===== config.mk =====
export PLATFORM = sky130hd
export DESIGN_NAME = sms_encoded_length_counter
export DESIGN_NICKNAME = d
export VERILOG_FILES = /design/src/hw/rtl/sle_pkg.sv /design/src/hw/rtl/sle_lane.sv /design/src/hw/rtl/sle_accum.sv /design/src/hw/rtl/sms_encoded_length_counter.sv
export SDC_FILE = /design/constraint.sdc
export NUM_CORES = 1
export LEC_CHECK = 0
export BUFFER_PORTS_ARGS = -buffer_cell sky130_fd_sc_hd__buf_4
export CAP_MARGIN = 0
export CORE_MARGIN = 10
export CORE_UTILIZATION = 50
export DETAILED_ROUTE_END_ITERATION = 16
export HOLD_SLACK_MARGIN = 0.15
export PLACE_DENSITY = 0.72
export SLEW_MARGIN = 20
export SYNTH_ARGS = -nofsm -noshare
export SYNTH_HDL_FRONTEND = slang
export SYNTH_SLANG_ARGS = --single-unit
export TNS_END_PERCENT = 20

===== constraint.sdc =====
create_clock -name clk -period 7 [get_ports clk]
set_input_delay 0.35 -clock clk [delete_from_list [all_inputs] [get_ports clk]]
set_output_delay 0.35 -clock clk [all_outputs]
set_load 0.01 [all_outputs]

===== src/hw/rtl/sle_pkg.sv =====
`timescale 1ns / 1ps

package sle_pkg;

	// width of the source byte counters
	localparam int COUNT_BITS = 16;

	// bit sums saturate at 2^20-1
	localparam int BIT_SUM_W = 20;

	// bits per septet and per utf-16 code unit
	localparam int SEPTET_BITS = 7;
	localparam int UNIT_BITS   = 16;

	// encoded byte count before output saturation: ceil((2^20-1)/8) needs 18 bits
	localparam int BYTE_W = BIT_SUM_W - 2;

	localparam logic [15:0] OUT_MAX = 16'hFFFF;

	// configuration register indexes
	localparam logic REG_LIMIT_ENABLE = 1'b0;
	localparam logic REG_BYTE_LIMIT   = 1'b1;

	// septet cost of one code unit
	typedef enum logic [1:0] {
		CLS_NONE = 2'd0,
		CLS_ONE  = 2'd1,
		CLS_TWO  = 2'd2
	} unit_class_t;

	// characters, mostly outside the plain ascii ranges, that take one septet
	localparam logic [15:0] ONE_SEPTET_EXTRA [44] = '{
		16'h00a1, 16'h00a3, 16'h00a4, 16'h00a5, 16'h00a7, 16'h00bf, 16'h00c4, 16'h00c5,
		16'h00c6, 16'h00c7, 16'h00c9, 16'h00d1, 16'h00d6, 16'h00d8, 16'h00dc, 16'h00df,
		16'h00e0, 16'h00e4, 16'h00e5, 16'h00e6, 16'h00e8, 16'h00e9, 16'h00ec, 16'h00f1,
		16'h00f2, 16'h00f6, 16'h00f8, 16'h00f9, 16'h00fc, 16'h0393, 16'h0394, 16'h0398,
		16'h039b, 16'h039e, 16'h03a0, 16'h03a3, 16'h03a6, 16'h03a8, 16'h03a9, 16'h000d,
		16'h000a, 16'h0040, 16'h005f, 16'h0024
	};

	// escaped characters, two septets each
	localparam logic [15:0] TWO_SEPTET_SET [10] = '{
		16'h007c, 16'h005e, 16'h007b, 16'h007d, 16'h005b, 16'h007e, 16'h005d, 16'h005c,
		16'h000c, 16'h20ac
	};

	// one classified character after the lane merge
	typedef struct packed {
		logic       restart;
		logic [4:0] septet_add;   // septet bits if still in gsm mode
		logic       to_utf16;     // some unit of the character is unencodable
		logic       two_units;
		logic [2:0] source_bytes;
	} sle_item_t;

endpackage


===== src/hw/rtl/sle_lane.sv =====
`timescale 1ns / 1ps

module sle_lane import sle_pkg::*; (
	input  logic [15:0] unit,
	output unit_class_t unit_class
);

	logic one_hit;
	logic two_hit;

	always_comb begin
		one_hit = ((unit >= 16'h0020) && (unit <= 16'h003f)) ||
		          ((unit >= 16'h0041) && (unit <= 16'h005a)) ||
		          ((unit >= 16'h0061) && (unit <= 16'h007a));
		for (int i = 0; i < 44; i++) begin
			if (ONE_SEPTET_EXTRA[i] == unit) begin
				one_hit = 1'b1;
			end
		end
		two_hit = 1'b0;
		for (int i = 0; i < 10; i++) begin
			if (TWO_SEPTET_SET[i] == unit) begin
				two_hit = 1'b1;
			end
		end
	end

	assign unit_class = one_hit ? CLS_ONE : (two_hit ? CLS_TWO : CLS_NONE);

endmodule


===== src/hw/rtl/sle_accum.sv =====
`timescale 1ns / 1ps

module sle_accum import sle_pkg::*; (
	input  logic                  clk,
	input  logic                  arst_n,
	input  logic                  load,
	input  sle_item_t             item,
	input  logic                  limit_enable,
	input  logic [15:0]           byte_limit,
	output logic [15:0]           encoded_bytes,
	output logic                  uses_utf16,
	output logic                  over_limit,
	output logic [15:0]           fitting_source_bytes
);

	logic [BIT_SUM_W-1:0]  septet_bits_q, utf16_bits_q;
	logic                  utf16_mode_q, limit_hit_q;
	logic [COUNT_BITS-1:0] src_total_q, fit_mark_q;

	// state after an optional restart
	logic [BIT_SUM_W-1:0]  sep_base, utf_base;
	logic                  mode_base, hit_base;
	logic [COUNT_BITS-1:0] src_base, fit_base;

	logic [BIT_SUM_W-1:0]  sep_nxt, utf_nxt, active_bits;
	logic                  mode_nxt, hit_nxt;
	logic [COUNT_BITS-1:0] src_nxt, fit_nxt;

	logic [BIT_SUM_W:0]    sep_sum, utf_sum, round_sum;
	logic [COUNT_BITS:0]   src_sum;
	logic [BYTE_W-1:0]     bytes_nxt;
	logic [31:0]           fit_ext;

	always_comb begin
		sep_base  = item.restart ? '0 : septet_bits_q;
		utf_base  = item.restart ? '0 : utf16_bits_q;
		mode_base = item.restart ? 1'b0 : utf16_mode_q;
		hit_base  = item.restart ? 1'b0 : limit_hit_q;
		src_base  = item.restart ? '0 : src_total_q;
		fit_base  = item.restart ? '0 : fit_mark_q;

		sep_sum = {1'b0, sep_base} + (BIT_SUM_W+1)'(item.septet_add);
		utf_sum = {1'b0, utf_base} +
		          (BIT_SUM_W+1)'(item.two_units ? 2 * UNIT_BITS : UNIT_BITS);
		src_sum = {1'b0, src_base} + (COUNT_BITS+1)'(item.source_bytes);

		sep_nxt  = sep_base;
		utf_nxt  = utf_base;
		mode_nxt = mode_base;
		src_nxt  = src_base;
		hit_nxt  = hit_base;
		fit_nxt  = fit_base;

		// frozen once the limit was exceeded
		if (!hit_base) begin
			if (!mode_base) begin
				sep_nxt = sep_sum[BIT_SUM_W] ? '1 : sep_sum[BIT_SUM_W-1:0];
			end
			mode_nxt = mode_base | item.to_utf16;
			utf_nxt  = utf_sum[BIT_SUM_W] ? '1 : utf_sum[BIT_SUM_W-1:0];
			src_nxt  = src_sum[COUNT_BITS] ? '1 : src_sum[COUNT_BITS-1:0];
		end

		active_bits = mode_nxt ? utf_nxt : sep_nxt;
		round_sum   = {1'b0, active_bits} + (BIT_SUM_W+1)'(7);
		bytes_nxt   = round_sum[BIT_SUM_W:3];

		if (!hit_base) begin
			if (limit_enable && (bytes_nxt > BYTE_W'(byte_limit))) begin
				hit_nxt = 1'b1;
			end else begin
				fit_nxt = src_nxt;
			end
		end

		fit_ext = 32'(fit_nxt);
	end

	always_ff @(posedge clk or negedge arst_n) begin
		if (!arst_n) begin
			septet_bits_q <= '0;
			utf16_bits_q  <= '0;
			utf16_mode_q  <= 1'b0;
			limit_hit_q   <= 1'b0;
			src_total_q   <= '0;
			fit_mark_q    <= '0;
		end else if (load) begin
			septet_bits_q <= sep_nxt;
			utf16_bits_q  <= utf_nxt;
			utf16_mode_q  <= mode_nxt;
			limit_hit_q   <= hit_nxt;
			src_total_q   <= src_nxt;
			fit_mark_q    <= fit_nxt;
		end
	end

	// result register, payload only
	always_ff @(posedge clk) begin
		if (load) begin
			encoded_bytes        <= (bytes_nxt > BYTE_W'(OUT_MAX)) ? OUT_MAX : bytes_nxt[15:0];
			uses_utf16           <= mode_nxt;
			over_limit           <= hit_nxt;
			fitting_source_bytes <= (fit_ext > 32'(OUT_MAX)) ? OUT_MAX : fit_ext[15:0];
		end
	end

endmodule


===== src/hw/rtl/sms_encoded_length_counter.sv =====
`timescale 1ns / 1ps

// sms encoded length counter
//
// input channel: one decoded character per request (restart, first_unit,
// second_unit, has_second, source_bytes) under in_valid / in_stall.
// output channel: one result per request (encoded_bytes, uses_utf16,
// over_limit, fitting_source_bytes) under out_valid / out_stall.
// config: cfg_we with cfg_index 0 writes limit_enable, index 1 writes
// byte_limit. the user must write only while no request is in flight;
// the block does not enforce it. the two classifier lanes and their
// merge feed the stage-1 register at the accept edge, and the
// accumulator update loads the result register when stage 1 advances.
// throughput is one request per clock while the receiver does not stall.
// reset clears the accumulator counts and flags and both valid bits,
// sets limit_enable to 0 and byte_limit to 140. when the receiver stalls
// the result holds, the classified stage still takes one more request,
// and only then in_stall rises.

module sms_encoded_length_counter import sle_pkg::*; (
	input  logic        clk,
	input  logic        arst_n,

	input  logic        in_valid,
	output logic        in_stall,
	input  logic        restart,
	input  logic [15:0] first_unit,
	input  logic [15:0] second_unit,
	input  logic        has_second,
	input  logic [2:0]  source_bytes,

	output logic        out_valid,
	input  logic        out_stall,
	output logic [15:0] encoded_bytes,
	output logic        uses_utf16,
	output logic        over_limit,
	output logic [15:0] fitting_source_bytes,

	input  logic        cfg_we,
	input  logic        cfg_index,
	input  logic [15:0] cfg_data
);

	logic        limit_enable_q;
	logic [15:0] byte_limit_q;

	// register writes
	always_ff @(posedge clk or negedge arst_n) begin
		if (!arst_n) begin
			limit_enable_q <= 1'b0;
			byte_limit_q   <= 16'd140;
		end else if (cfg_we) begin
			case (cfg_index)
				REG_LIMIT_ENABLE: limit_enable_q <= cfg_data[0];
				REG_BYTE_LIMIT:   byte_limit_q   <= cfg_data;
				default:          ;
			endcase
		end
	end

	// two classifier lanes, one per code unit
	unit_class_t cls_a, cls_b;

	sle_lane u_lane_a (
		.unit       (first_unit),
		.unit_class (cls_a)
	);

	sle_lane u_lane_b (
		.unit       (second_unit),
		.unit_class (cls_b)
	);

	// merge: the second unit only counts in gsm mode if the first was encodable
	sle_item_t item_in;
	logic      bad_a, bad_b;
	logic [4:0] sep_a, sep_b;

	always_comb begin
		bad_a = (cls_a == CLS_NONE);
		bad_b = has_second && (cls_b == CLS_NONE);
		sep_a = (cls_a == CLS_TWO) ? 5'(2 * SEPTET_BITS) : 5'(SEPTET_BITS);
		sep_b = (cls_b == CLS_TWO) ? 5'(2 * SEPTET_BITS) : 5'(SEPTET_BITS);

		item_in.restart      = restart;
		item_in.to_utf16     = bad_a | bad_b;
		item_in.two_units    = has_second;
		item_in.source_bytes = source_bytes;
		if (bad_a) begin
			item_in.septet_add = '0;
		end else if (has_second && !bad_b) begin
			item_in.septet_add = sep_a + sep_b;
		end else begin
			item_in.septet_add = sep_a;
		end
	end

	// handshake: stage 1 holds the classified request, stage 2 is the result
	sle_item_t item_s1;
	logic      valid_s1;
	logic      adv_s2, adv_s1;

	assign adv_s2   = valid_s1 && (!out_valid || !out_stall);
	assign adv_s1   = !valid_s1 || adv_s2;
	assign in_stall = !adv_s1;

	always_ff @(posedge clk or negedge arst_n) begin
		if (!arst_n) begin
			valid_s1  <= 1'b0;
			out_valid <= 1'b0;
		end else begin
			if (adv_s1) begin
				valid_s1 <= in_valid;
			end
			if (adv_s2) begin
				out_valid <= 1'b1;
			end else if (!out_stall) begin
				out_valid <= 1'b0;
			end
		end
	end

	always_ff @(posedge clk) begin
		if (adv_s1 && in_valid) begin
			item_s1 <= item_in;
		end
	end

	sle_accum u_accum (
		.clk                  (clk),
		.arst_n               (arst_n),
		.load                 (adv_s2),
		.item                 (item_s1),
		.limit_enable         (limit_enable_q),
		.byte_limit           (byte_limit_q),
		.encoded_bytes        (encoded_bytes),
		.uses_utf16           (uses_utf16),
		.over_limit           (over_limit),
		.fitting_source_bytes (fitting_source_bytes)
	);

endmodule


==> results of run 1 <==
sequential cells by signal, summed over array words and instances, names as in the netlist:
| name | flops |
|---|---|
| valid_s1 | 1 |
| u_accum.fitting_source_bytes | 16 |
| u_accum.uses_utf16 | 1 |
| out_valid | 1 |
| item_s1 | 11 |
| u_accum.over_limit | 1 |
| u_accum.limit_hit_q | 1 |
| u_accum.septet_bits_q | 20 |
| u_accum.utf16_mode_q | 1 |
| u_accum.fit_mark_q | 16 |
| byte_limit_q | 16 |
| limit_enable_q | 1 |
| u_accum.utf16_bits_q | 20 |
| u_accum.encoded_bytes | 16 |
| u_accum.src_total_q | 16 |
cell usage in the layout, fill, tap and decap left out, drive strengths merged, types with 22 or more instances in the layout:
cell type / Yosys / layout
a21oi: 65 / 65
dfrtp: 90 / 90
nor2b: 33 / 33
nand2b: 29 / 29
nand3: 23 / 23
xor2: 22 / 22
nor3: 38 / 38
nor2: 112 / 112
nand2: 152 / 152
edfxtp: 45 / 45
buf: 17 / 115
ha: 28 / 28
inv: 46 / 49
o21ai: 70 / 70
final timing paths:
| check | endpoint | from | cells after the start |
|---|---|---|---|
| max in group asynchronous | u_accum.utf16_bits_q[12] | arst_n | 3 |
| hold reg to reg | u_accum.src_total_q[3] | u_accum.src_total_q[3] | 2 |
| min in group asynchronous | byte_limit_q[5] | arst_n | 2 |
| hold / removal | byte_limit_q[10] | cfg_data[10] | 2 |
| setup / recovery | u_accum.fit_mark_q[4] | item_s1[10] | 24 |
| setup reg to reg | u_accum.fit_mark_q[4] | item_s1[10] | 24 |
kinds of logic (layout without fill, tap and decap cells):
kind of cell | Yosys count | in the layout | share of synthesized area, %
AOI/OAI and AO/OA | 285 | 285 | 20.6
xor gates and xnor gates | 42 | 42 | 3.78
adders and majority gates | 32 | 32 | 4.32
buffers and inverters | 118 | 201 | 5.04
DFF | 138 | 138 | 37.9
muxes | 34 | 34 | 3.74
and+or+nand+nor | 485 | 485 | 24.7
metrics by stage:
stage	total power, mW	setup slack, ps	hold WS (ps)	utilization (%)
floorplan	1.57	31.6	54.4	-
global placement	1.82	632	273	56.2
detailed placement	1.84	419	277	56.2
CTS	2.77	329	150	59.7
global route	2.91	117	153	59.8
finish	2.77	636	157	59.8
cell type report:
type	instances	area, um^2
timing repair buffer	122	933
inverter	47	176
tap	260	325
fill	1687	7600
clock buffer	18	429
multi-input combinational	878	5580
clock inverter	14	170
sequential	138	3680
what timing repair did:
action,4_1_cts,5_1_grt
endpoints found under the setup margin,0,1
hold endpoints to repair,30,0
resized for setup,0,1
hold buffers,7,0
power groups by stage:
stage / logic [mW] / clock network (mW) / registers, mW
3_5_place_dp: 0.763 / 0 / 1.08
2_1_floorplan: 0.522 / 0 / 1.05
6_report: 0.781 / 0.921 / 1.06
5_1_grt: 0.871 / 0.960 / 1.08
3_3_place_gp: 0.747 / 0 / 1.07
4_1_cts: 0.775 / 0.928 / 1.06
layer usage:
layer | wire length (um) | vias up
li1 | - | 4250
met1 | 12100 | 4154
met5 | 0 | -
met2 | 11700 | 321
met3 | 1480 | 36
met4 | 421 | 0
==> impl_metrics.py, run 1 <==
metrics = {
    "critical_path": {
        "path_cells": "nor2b_1 > ha_1 > inv_1 > fa_1 > nor2b_1 > o2111a_1 > o21ai_1 > o21ai_0 > buf_4 > o22ai_1 > o41ai_1 > nand3b_1 > nor2_1 > xnor2_1 > ha_1 > nand4_1 > nor2_1 > nand4_1 > o22ai_1 > a31o_2 > nor2b_1 > buf_4 > a32oi_4 > o221ai_1",
        "cp.arrival_ps": 6630,
        "reg2reg_slack_ps": 640,
        "critPathTopFamily": "compound AO/OA/AOI/OAI gates",
        "slowest_stage": "o41ai_1",
        "end_kind": "register",
        "cp_num_buf_inv": 3,
        "cpMostUsedCell": "nor2b_1",
        "worstPathRequired_ps": 7270,
        "slowest_delay_ps": 740,
        "critPathLaunchType": "register",
        "path_max_fanout": 16,
        "critPathKind": "register to register",
    },
    "clocking": {
        "htree_levels": 4,
        "insertion_delay_ps": 430,
        "clock-root-buffer": "clkbuf_16",
        "cts_max_path_buffers": 2,
        "cts_setup_buffers": 0,
        "cts_buffers": 17,
        "cts_tree": "built",
        "clkSinkCount": 138,
        "clk_pin_slew_ps": 60,
    },
    "placed_design": {
        "post_dp_cell_area_um2": 10600,
        "place.gp.congestion": 0.920,
        "dp.cells": 1438,
        "port_buffers": 94,
        "dp_hpwl_mm": 18.3,
    },
    "grt": {
        "use_met2_pct": 30.7,
        "track_usage_pct": 19.9,
        "grtUsageMet1_pct": 27.7,
        "grt_max_degree": 78,
        "grt-busiest-layer": "met2",
        "grtUsageMet3_pct": 3.56,
        "grt_pass1_wl_mm": 42.9,
        "antenna_found_initial": 0,
        "grt_pass1_vias": 8447,
        "gr-total-overflow": 0,
    },
    "layout": {
        "drive_gt1_share_pct": 16.6,
        "fin_nets": 1294,
        "layout.cells.non_filler": 1477,
        "fin_area_um2": 11300,
        "diodes": 0,
        "area_growth_pct": 16.1,
    },
    "logic_synthesis": {
        "synth.most_common_cell": "nand2_1",
        "synth_cells": 1134,
        "synth_seq_cells": 138,
        "yosysSeqAreaShare_pct": 37.9,
        "synthesis.nets": 1224,
        "yosysWarningCount": 0,
        "syn_area_um2": 9730,
        "syn_area_per_cell_um2": 8.58,
        "synth_edf_count": 45,
        "synth_flop_cell": "dfrtp_1",
        "synthTopCellsByArea": "dfrtp_1, edfxtp_1, nand2_1, nor2_1, ha_1",
        "ys_types": 92,
        "synth.top_cells.by_count": "nand2_1, nor2_1, dfrtp_1",
        "async_flop_share_pct": 67.4,
        "netlist.area_leader.share_pct": 23.2,
        "synth_largest_area_cell": "dfrtp_1",
    },
    "sta": {
        "setup_tns_ps": 0,
        "final-setup-viol-count": 0,
        "fin_crit_sh_pct": 90.9,
        "rsz0062_at_grt": "false",
        "tightest_slew_ps": 1110,
        "finalMaxSlewViolations": 0,
        "fin_worst_skew_ps": 8.67,
        "period_minus_slack_ps": 6360,
        "max_freq_mhz": 157,
        "finalHoldViolCount": 0,
        "maxSlewHeadroom_pct": 25.0,
    },
    "power": {
        "powerDensity_nw_per_um2": 245,
        "pwr-share-comb_pct": 28.2,
        "p_sw_share_pct": 33.2,
        "clock_power_share_pct": 33.3,
        "p_leak_nw": 4.72,
        "intPower_mw": 1.85,
        "peakVddDrop_mv": 0.145,
        "switching_power_mw": 0.918,
        "seq_power_share_pct": 38.5,
    },
    "drt": {
        "drt_iter0_drc": 733,
        "wl_per_cell_um": 17.4,
        "firstDrtPassIters": 5,
        "remaining_drc_errors": 0,
        "vias_per_cell": 5.93,
        "routed_wl_mm": 25.7,
        "vias": 8761,
        "antenna_left": 0,
    },
    "die": {
        "ios": 95,
        "rows": 50,
        "fp.dieArea_um2": 25400,
        "initial_core_util_pct": 51.5,
        "die_width_um": 159,
        "core_um2": 18900,
        "die_h_um": 159,
    },
    "worst_hold_path": {
        "hold_path.class": "primary input to register",
    },
    "flow_run": {
        "max-cap-violations": 0,
    },
    "status": {
        "status": "finished clean",
    },
}
No activity file was read; power rests on OpenSTA's default activity.
==> run 2: changes to the inputs <==
--- a/config.mk
+++ b/config.mk
@@ -11,7 +11,7 @@
 export CORE_UTILIZATION = 50
 export DETAILED_ROUTE_END_ITERATION = 16
 export HOLD_SLACK_MARGIN = 0.15
-export PLACE_DENSITY = 0.72
+export PLACE_DENSITY_LB_ADDON = 0.25
 export SLEW_MARGIN = 20
 export SYNTH_ARGS = -nofsm -noshare
 export SYNTH_HDL_FRONTEND = slang
==> run 2 against run 1 <==
Hold slack improved by 3.7 ps. Global-route usage down 0.17 points. Routed wire length is 0.69% lower. Combinational power decreased by 1%. Via count is 0.25% higher. Cell count rose by 0.41%. Final area about the same. Sequential share of layout area about the same. Clock power fell by 6.2%. Core utilization increased by 0.053 points. Critical endpoint is now u_accum.fitting_source_bytes[12]. Largest power group unchanged.
==> impl_metrics.py, run 2 (same netlist as run 1, synthesis figures left out) <==
metrics = {
    "sta": {
        "setup_tns_ps": 0,
        "fin_crit_sh_pct": 89.2,
        "period_minus_slack_ps": 6240,
        "max_freq_mhz": 160,
        "finalHoldViolCount": 0,
        "finalMaxSlewViolations": 0,
        "tightest_slew_ps": 848,
        "whs_ps": 161,
        "fin_worst_skew_ps": 8.38,
        "final-setup-viol-count": 0,
        "maxSlewHeadroom_pct": 42.7,
        "rsz0062_at_grt": "false",
    },
    "layout": {
        "area_growth_pct": 16.2,
        "diodes": 0,
        "top_regs": "u_accum.septet_bits_q: 20 flops, u_accum.utf16_bits_q: 20 flops",
        "fin_util_pct": 59.8,
        "final_cell_mix": "nand2_1, buf_4, nor2_1",
        "final_common_cell": "nand2_1",
        "drive_gt1_share_pct": 16.4,
        "fin_area_um2": 11300,
        "fin_nets": 1300,
        "layout.cells.non_filler": 1483,
    },
    "clocking": {
        "insertion_delay_ps": 430,
        "cts_hold_buf": 12,
        "cts_setup_buffers": 0,
        "cts_max_path_buffers": 2,
        "cts_resized": 0,
        "clkSinkCount": 138,
        "htree_levels": 4,
        "clk_pin_slew_ps": 60,
        "clock-root-buffer": "clkbuf_16",
        "cts_tree": "built",
        "cts_buffers": 17,
    },
    "die": {
        "die_h_um": 159,
        "die_width_um": 159,
        "rows": 50,
        "core_um2": 18900,
        "fp.dieArea_um2": 25400,
        "ios": 95,
        "initial_core_util_pct": 51.5,
    },
    "critical_path": {
        "critPathLaunchType": "register",
        "rr_worst_depth": 23,
        "path_cells": "nor2b_1 > ha_1 > inv_1 > fa_1 > nor2b_1 > o2111ai_1 > a211oi_2 > o41ai_1 > o2bb2ai_1 > or3b_1 > nor4_1 > nor2b_1 > xor2_1 > ha_1 > and3_1 > a221o_1 > a21oi_1 > a21o_1 > a31o_2 > nor3b_2 > a21oi_1 > buf_4 > o221a_1",
        "worstPathRequired_ps": 7170,
        "cp.arrival_ps": 6410,
        "path_max_fanout": 10,
        "r2r_start": "item_s1[10]",
        "end_kind": "register",
        "cp-startpoint": "item_s1[10]",
        "slowest_delay_ps": 550,
        "slowest_stage": "or3b_1",
        "cpMostUsedCell": "nor2b_1",
        "critPathKind": "register to register",
    },
    "drt": {
        "remaining_drc_errors": 0,
        "vias": 8783,
        "wl_per_cell_um": 17.2,
        "antenna_left": 0,
        "drt_iter0_drc": 736,
        "vias_per_cell": 5.92,
        "firstDrtPassIters": 5,
        "routed_wl_mm": 25.5,
    },
    "placed_design": {
        "post_dp_cell_area_um2": 10600,
        "dp_hpwl_mm": 18.4,
        "place.gp.congestion": 0.959,
        "dp.cells": 1439,
        "port_buffers": 94,
    },
    "power": {
        "peakVddDrop_mv": 0.126,
        "powerDensity_nw_per_um2": 239,
        "p_leak_nw": 4.74,
    },
    "flow_run": {
        "max-cap-violations": 0,
    },
    "worst_hold_path": {
        "holdCritStartpoint": "cfg_data[6]",
        "hold_path.class": "primary input to register",
        "whs_path_depth": 2,
    },
    "grt": {
        "gr-total-overflow": 0,
        "antenna_found_initial": 0,
        "track_usage_pct": 19.8,
        "grt_pass1_wl_mm": 42.7,
        "grt_pass1_vias": 8521,
        "grt_max_degree": 78,
    },
    "status": {
        "status": "finished clean",
    },
}
-- run 2: changes by cell type in the layout (fill, tap and decap cells not counted), moves of 2 or more --
cell	previous run	this run
clkinvlp_4	3	0
bufinv_16	3	1
clkinv_1	2	4
inv_6	3	8
dlygate4sd3_1	7	12
-- run 2: where the power goes --
group          switching (mW)  leakage (nW)  internal [mW]  total, mW
Sequential              0.105          1.63          0.963       1.07
Clock                   0.368         0.279          0.496      0.864
Combinational           0.449          2.83          0.324      0.773
-- run 2: layout make-up --
type | count | area, um^2
Fill cell | 1641 | 7590
Inverter | 47 | 176
Clock inverter | 15 | 136
Multi-Input combinational cell | 878 | 5570
Sequential cell | 138 | 3680
Clock buffer | 17 | 425
Timing Repair Buffer | 128 | 991
Tap cell | 260 | 325
-- run 2: critical path: cells and delay by family, from the launching register on --
kind	cells	cell delay (ps)
buffers and inverters	2	280
AO/OA/AOI/OAI	10	2100
flip-flops	1	480
adder cells (fa/ha/maj)	3	850
AND/OR/NAND/NOR	7	2030
XOR/XNOR	1	240
-- run 2: stage by stage --
step,power [mW],worst slack [ps]
after floorplan,1.57,31.6
after global placement,1.82,720
after detailed placement,1.84,500
after CTS,2.71,489
after global routing,2.86,100
final,2.71,756
-- run 2: final timing paths --
| kind | end | slack, ps |
|---|---|---|
| worst max-delay path | u_accum.fitting_source_bytes[12] | 760 |
| worst min-delay path | byte_limit_q[6] | 160 |
| worst max register to register | u_accum.fitting_source_bytes[12] | 760 |
| worst min register to register | u_accum.src_total_q[3] | 480 |
| max in group asynchronous | u_accum.src_total_q[1] | 5430 |
| min in group asynchronous | byte_limit_q[11] | 420 |
-- run 2: metal layers --
metal	vias up	share of wire [%]	track usage [%]
li1	4265	-	-
met4	0	1.8	5.77
met2	317	45	30.8
met1	4162	46	26.8
met3	39	7.0	4.44
met5	-	0	0
==> run 3: changes to the inputs <==
--- a/config.mk
+++ b/config.mk
@@ -7,7 +7,8 @@
 export LEC_CHECK = 0
 export BUFFER_PORTS_ARGS = -buffer_cell sky130_fd_sc_hd__buf_4
 export CAP_MARGIN = 0
-export CORE_MARGIN = 10
+export CORE_ASPECT_RATIO = 1.4
+export CORE_MARGIN = 2
 export CORE_UTILIZATION = 50
 export DETAILED_ROUTE_END_ITERATION = 16
 export HOLD_SLACK_MARGIN = 0.15
==> run 3 against run 2 <==
Die area down 19%. Core utilization down 0.096 points. Critical path depth up 3. Final area is 1.2% higher. Largest cell class unchanged. Routed wire length up 4.0%. Via count rose by 1.6%.
==> impl_metrics.py, run 3 (same netlist as run 1, synthesis figures left out) <==
metrics = {
    "status": {
        "status": "finished clean",
    },
    "clocking": {
        "clkSinkCount": 138,
        "cts_max_path_buffers": 2,
        "cts_resized": 0,
        "cts_tree": "built",
        "clock-root-buffer": "clkbuf_16",
        "insertion_delay_ps": 440,
        "clk_pin_slew_ps": 70,
        "htree_levels": 4,
        "cts_buffers": 17,
    },
    "drt": {
        "vias": 8925,
        "remaining_drc_errors": 0,
        "firstDrtPassIters": 5,
        "drt_iter0_drc": 692,
        "wl_per_cell_um": 17.9,
        "antenna_left": 0,
        "routed_wl_mm": 26.5,
        "vias_per_cell": 6.03,
    },
    "critical_path": {
        "rr_worst_depth": 26,
        "r2r-end": "u_accum.fitting_source_bytes[4]",
        "cp_num_buf_inv": 3,
        "cp-startpoint": "item_s1[10]",
        "slowest_delay_ps": 560,
        "critPathCapture": "u_accum.fitting_source_bytes[4]",
        "end_kind": "register",
        "critPathLaunchType": "register",
        "cp.arrival_ps": 6560,
        "critPathKind": "register to register",
        "worstPathRequired_ps": 7150,
        "critPathTopFamily": "simple AND/OR/NAND/NOR gates",
        "path_max_fanout": 9,
        "r2r_start": "item_s1[10]",
        "slowest_stage": "a2111oi_0",
        "cp.depth": 26,
        "reg2reg_slack_ps": 590,
    },
    "layout": {
        "area_growth_pct": 17.5,
        "drive_gt1_share_pct": 16.6,
        "final_common_cell": "nand2_1",
        "fillers": 1722,
        "top_regs": "u_accum.septet_bits_q: 20 flops, u_accum.utf16_bits_q: 20 flops",
        "fin_nets": 1309,
        "diodes": 0,
        "final_cell_mix": "nand2_1, buf_4, nor2_1",
    },
    "die": {
        "ios": 95,
        "rows": 60,
        "die_h_um": 169,
        "fp.dieArea_um2": 20600,
        "initial_core_util_pct": 50.8,
        "die_width_um": 122,
        "core_um2": 19100,
    },
    "sta": {
        "period_minus_slack_ps": 6410,
        "fin_worst_skew_ps": 13.9,
        "tightest_slew_ps": 980,
        "final-setup-viol-count": 0,
        "whs_ps": 156,
        "maxSlewHeadroom_pct": 33.8,
        "rsz0062_at_grt": "false",
        "setup_tns_ps": 0,
        "fin_crit_sh_pct": 91.6,
        "finalMaxSlewViolations": 0,
        "max_freq_mhz": 156,
        "finalHoldViolCount": 0,
    },
    "power": {
        "peakVddDrop_mv": 0.181,
        "powerDensity_nw_per_um2": 242,
        "total_power_mw": 2.77,
        "p_leak_nw": 4.80,
    },
    "flow_run": {
        "max-cap-violations": 0,
    },
    "worst_hold_path": {
        "hold_path.class": "primary input to register",
    },
    "placed_design": {
        "place.gp.congestion": 0.915,
        "port_buffers": 94,
        "dp_hpwl_mm": 18.5,
    },
    "grt": {
        "grt_max_degree": 78,
        "antenna_found_initial": 0,
        "gr-total-overflow": 0,
        "grt_pass1_vias": 8696,
        "grt_pass1_wl_mm": 43.4,
        "track_usage_pct": 26.4,
    },
}
-- run 3: cell types whose count changed in the layout (fill, tap and decap cells not counted), sizes merged --
cell / delta
clkinvlp: +1
dlygate4sd3: +8
clkinv: -1
buf: +1
-- run 3: timing repair --
action	4_1_cts	5_1_grt
setup buffers	0	0
hold buffers	20	0
endpoints found under the hold margin	43	0
-- run 3: power breakdown --
group,switching (mW),total (mW),internal (mW)
combinational,0.460,0.786,0.326
clock,0.406,0.918,0.512
sequential,0.102,1.06,0.962
-- run 3: per-stage QoR --
stage          util [%]  setup slack [ps]  cells  instance area (um^2)
6_report           59.7               590   1480                 11400
3_5_place_dp       55.5               742   1428                 10600
4_1_cts            59.7               661   1480                 11400
5_1_grt            59.7               121   1480                 11400
2_1_floorplan         -              31.6   1134                  9730
3_3_place_gp       55.5               653   1428                 10600
-- run 3: metal layers --
metal / part of all wire (%) / global-route usage, % / vias to the layer above
met5: 0 / 0 / -
met4: 4.9 / 14.4 / 0
met3: 4.5 / 4.14 / 90
met2: 51 / 45.6 / 306
met1: 39 / 31.2 / 4242
li1: - / - / 4287
-- run 3: worst min-delay path by stage --
| stage | from | end | slack, ps | cells past startpoint |
|---|---|---|---|---|
| detailed placement | arst_n | u_accum.septet_bits_q[12] | 290 | 1 |
| global placement | arst_n | u_accum.septet_bits_q[7] | 280 | 1 |
| finish | cfg_data[4] | byte_limit_q[4] | 160 | 2 |
| CTS | cfg_data[5] | byte_limit_q[5] | 150 | 2 |
| global route | cfg_data[5] | byte_limit_q[5] | 160 | 2 |
| floorplan | arst_n | byte_limit_q[0] | 50 | 0 |
-- run 3: cell type report --
type / instances / area (um^2) / share of cell area [%]
well taps: 248 / 310 / 2.71
clock inverters: 15 / 179 / 1.56
repair buffers: 137 / 1090 / 9.54
inverters: 47 / 176 / 1.54
clock buffers: 17 / 425 / 3.72
multi-input cells: 878 / 5570 / 48.7
flip-flops and latches: 138 / 3680 / 32.2
